--- src/design/ppz_pkg.sv ---
// ----------------------------------------------------------------------------
// ppz_pkg: shared types and constants for the point projection core
// Configuration and queue item layouts, register indexes and the sine table.
// ----------------------------------------------------------------------------
`default_nettype none

package ppz_pkg;

  // Frame store geometry
  localparam int STORE_DEPTH = 8192;
  localparam int STORE_AW    = 13;

  // Glyph held by a cleared frame entry, and the largest depth value
  localparam logic [7:0]  GLYPH_SPACE = 8'd32;
  localparam logic [23:0] DEPTH_MAX   = 24'hFFFFFF;

  // Request kinds
  localparam logic KIND_PLOT = 1'b0;
  localparam logic KIND_READ = 1'b1;

  // Configuration register indexes
  localparam logic [2:0] REG_CAM_X   = 3'd0;
  localparam logic [2:0] REG_CAM_Y   = 3'd1;
  localparam logic [2:0] REG_CAM_Z   = 3'd2;
  localparam logic [2:0] REG_ANGLE_A = 3'd3;
  localparam logic [2:0] REG_ANGLE_B = 3'd4;
  localparam logic [2:0] REG_ANGLE_C = 3'd5;
  localparam logic [2:0] REG_FOV     = 3'd6;

  typedef struct packed {
    logic signed [15:0] cam_x;
    logic signed [15:0] cam_y;
    logic signed [15:0] cam_z;
    logic [15:0]        angle_a;
    logic [15:0]        angle_b;
    logic [15:0]        angle_c;
    logic [7:0]         fov_scale;
  } ppz_cfg_t;

  // One request after the front end has classified it
  typedef struct packed {
    logic               kind;
    logic signed [10:0] di;
    logic signed [10:0] dj;
    logic signed [10:0] dk;
    logic [7:0]         glyph;
    logic [12:0]        pixel_index;
  } ppz_item_t;

  // First quarter of a sine wave in unsigned Q1.14
  localparam logic [14:0] QUARTER_SINE [33] = '{
    15'd0, 15'd804, 15'd1606, 15'd2404, 15'd3196, 15'd3981, 15'd4756,
    15'd5520, 15'd6270, 15'd7005, 15'd7723, 15'd8423, 15'd9102, 15'd9760,
    15'd10394, 15'd11003, 15'd11585, 15'd12140, 15'd12665, 15'd13160,
    15'd13623, 15'd14053, 15'd14449, 15'd14811, 15'd15137, 15'd15426,
    15'd15679, 15'd15893, 15'd16069, 15'd16207, 15'd16305, 15'd16364,
    15'd16384
  };

  // Sine of an angle given as a fraction of a turn, 128 steps per turn
  function automatic logic signed [15:0] sine_q14(input logic [15:0] ang);
    logic [6:0]  stp;
    logic [5:0]  idx;
    logic [14:0] v;
    stp = ang[15:9];
    idx = stp[5] ? (6'd32 - {1'b0, stp[4:0]}) : {1'b0, stp[4:0]};
    v   = QUARTER_SINE[idx];
    sine_q14 = stp[6] ? -$signed({1'b0, v}) : $signed({1'b0, v});
  endfunction

  function automatic logic signed [15:0] cosine_q14(input logic [15:0] ang);
    cosine_q14 = sine_q14(ang + 16'h4000);
  endfunction

endpackage

`default_nettype wire

--- src/design/ppz_front.sv ---
// ----------------------------------------------------------------------------
// ppz_front: request intake
// Accepts requests, subtracts the camera and scales to whole units.
// ----------------------------------------------------------------------------
`default_nettype none

module ppz_front
  import ppz_pkg::*;
(
  input  wire logic        s_tvalid,
  output logic             s_tready,
  input  wire logic [71:0] s_tdata,
  input  wire logic        s_tuser,
  input  wire ppz_cfg_t    cfg,
  input  wire logic        enable,
  input  wire logic        q_full,
  output logic             push,
  output ppz_item_t        item
);

  // Difference to the camera, divided by 64 with truncation toward zero
  function automatic logic signed [10:0] to_unit(input logic signed [15:0] p,
                                                 input logic signed [15:0] c);
    logic signed [16:0] d;
    logic signed [16:0] b;
    d = 17'(p) - 17'(c);
    b = d[16] ? 17'sd63 : 17'sd0;
    to_unit = 11'((d + b) >>> 6);
  endfunction

  assign s_tready = enable && !q_full;
  assign push     = s_tvalid && s_tready;

  // Classify the request and prepare its payload for the back end
  always_comb begin
    item.kind        = s_tuser;
    item.di          = to_unit(s_tdata[15:0], cfg.cam_x);
    item.dj          = to_unit(s_tdata[31:16], cfg.cam_y);
    item.dk          = to_unit(s_tdata[47:32], cfg.cam_z);
    item.glyph       = s_tdata[55:48];
    item.pixel_index = s_tdata[68:56];
  end

endmodule

`default_nettype wire

--- config.mk ---
export PLATFORM = sky130hd
export DESIGN_NAME = ppz_front
export DESIGN_NICKNAME = d
export VERILOG_FILES = /design/src/design/ppz_pkg.sv /design/src/design/ppz_front.sv
export SDC_FILE = /design/constraint.sdc
export NUM_CORES = 1
export LEC_CHECK = 0
export BUFFER_PORTS_ARGS = -buffer_cell sky130_fd_sc_hd__buf_2
export CORE_MARGIN = 2
export CORE_UTILIZATION = 45
export DETAILED_ROUTE_END_ITERATION = 8
export PLACE_DENSITY = 0.89
export SLEW_MARGIN = 10
export SYNTH_ARGS = -nofsm -noshare
export SYNTH_HDL_FRONTEND = slang
export SYNTH_SLANG_ARGS = --single-unit
--- constraint.sdc ---
create_clock -name vclk -period 5.85
set_clock_uncertainty 0.2 [all_clocks]
set_input_delay 0.585 -clock vclk [all_inputs]
set_output_delay 0.585 -clock vclk [all_outputs]
set_load 0.02 [all_outputs]
==> results.cfg <==
[outcome]
status = complete, no violations

[grt]
grtUsageTotal = 0.2044
grt_max_degree = 9
antenna_found_initial = 0
grt_overflow = 0
grt_pass1_wl_mm = 15.66
grt_pass1_vias = 3888

[min_path]
holdPathStages = 0
hp-start = s_tdata[55]
min_to = item[20]
hp-class = in2out

[routing]
wl_per_cell_um = 12.70
drc = 0
drt-initial-drc-count = 161
num_vias = 4009
vias_per_cell = 5.560
wirelength_mm = 9.154
first_pass_iters = 4
final_antenna_net_count = 0

[floorplan]
core_um2 = 7727
num_io_pins = 237
start_util = 0.4647
die_area_um2 = 8710
die_h_um = 93.33
rows = 32
die_x_um = 93.33

[timing]
rsz0062_at_grt = no
worst_slew_pin_slew_ns = 0.8010
hold_viol = 0
tns_ns = 0
finalHoldWorstSlack_ns = 0.9700
period_share = 0.8747
slew_violations = 0
setup_violations = 0
slew-limit-headroom = 0.4592
fin_crit_ns = 5.117
max_freq_mhz = 195.4

[worst_setup_path]
worstPathMaxFanout = 6
endpoint_kind = output port
startpoint_type = primary input
required_ns = 5.07
cp.arrival_ns = 4.33
cp-startpoint = cfg[63]
worst-setup-path-type = in2out

[cells_and_area]
diodes = 0
numSequentialCells = 0
fillers = 728
drive_above_1_share = 0.2488
fin_nets = 855
multi_input_area_um2 = 3077
final_util = 0.5384
seq_area_um2 = 0
clkbuf_count = 0
area_delta_synth_final_pct = 15.85

[clocking]
cts_hold_buf = 0
cts_resized = 0
postCtsSetupRepairBufs = 0

[synthesis]
syn_inst = 517
synthMuxAreaShare = 0.01115
synth_area_um2 = 3591
syn_avg_cell_area_um2 = 6.946
ys_seq_area_frac = 0
yosysWarningCount = 0
yosys.area_share.simple = 0.2296
synth-xor-area-share = 0.1509
synth_top_family_by_area = compound AO/OA/AOI/OAI gates
synth_cell_types = 67
synth_fa_ha_area_frac = 0.1944
syn-num-nets = 751
synth_compound_area_frac = 0.2707

[flow_run]
cap_viol_max_count = 0

[pwr]
peakVddDrop_mv = 0.1136
p_leak_nw = 2.097
power_density_nw_per_um2 = 149.6
design_power_total_w = 0.0006225

[placement]
gp_congestion = 0.8896
dp_hpwl_mm = 8.066
io_buffers = 134
## kinds of logic (layout without fill, tap and decap cells)
family	after synthesis	count (layout)
simple gates	155	155
mux	4	4
xor+xnor	61	61
buf+inv	108	210
compound gates	135	135
fa+ha+maj	54	54
## cells in the final DEF, fill, tap and decap left out, types with 5 or more instances in the layout
cell	count
nand2_1	23
xor2_1	12
nand3b_1	5
a311oi_1	5
nor3b_1	5
a211oi_1	6
inv_1	76
o21a_1	7
o31ai_1	7
nand3_1	18
o21ai_0	14
a21oi_1	30
o211ai_1	7
a21o_1	13
nor4_1	5
nor2b_1	7
a31oi_1	7
nor2_1	40
and2_1	7
nand4_1	7
buf_2	134
nor3_1	16
ha_1	51
xnor2_1	48
## cell usage after synthesis (12+ instances only)
master,count,area share
nand3_1,18,0.025
buf_4,23,0.048
inv_1,76,0.079
a21o_1,13,0.027
ha_1,51,0.18
nand2_1,23,0.024
a21oi_1,30,0.042
nor3_1,16,0.022
o21ai_0,14,0.020
nor2_1,40,0.042
xnor2_1,48,0.12
xor2_1,12,0.029
## worst max path at each step
stage                     endpoint  slack [ns]  cells after the start
after global placement    item[31]        0.87                     16
after floorplan           item[31]        1.17                     16
after CTS                 item[31]        0.77                     16
after global routing      item[31]        0.32                     16
after detailed placement  item[31]        0.78                     18
final                     item[31]        0.73                     16
## through the flow
step	worst slack, ns	cell area [um^2]	std cells
finish	0.7328	4160	721
global route	0.3231	4160	721
CTS	0.7651	4160	721
detailed placement	0.7810	4160	721
global placement	0.8704	4160	721
floorplan	1.171	3591	517
## final cells by class
cell class | count | share of cell area
Timing Repair Buffer | 134 | 0.1612
Inverter | 76 | 0.06857
Tap cell | 102 | 0.03068
Multi-Input combinational cell | 409 | 0.7395
## routing by layer
metal	GRT usage	wire [um]	vias up
met4	0.02941	127	0
met3	0.03304	632	18
met1	0.2304	3796	1808
met2	0.4047	4598	152
li1	-	-	2031
met5	0	0	-
## critical path, cell delays in order
cell and delay [ns]:
buf_2 0.08, inv_1 0.04, ha_1 0.32, a21o_1 0.22, o2111ai_1 0.22, a2111oi_0 0.46
a21o_1 0.22, o21ai_0 0.18, ha_1 0.33, o31ai_1 0.09, a221oi_2 0.42, nand2_2 0.18
nor4_4 0.42, nand4_1 0.21, xnor2_1 0.18, buf_2 0.18
## report_power, final
group	switching, W	internal, W	leakage (nW)
registers	0	0	0
clock network	0	0	0
logic	0.000373	0.000250	2.10
total	0.000373	0.000250	2.10
Power figures use the tool's default switching activity.
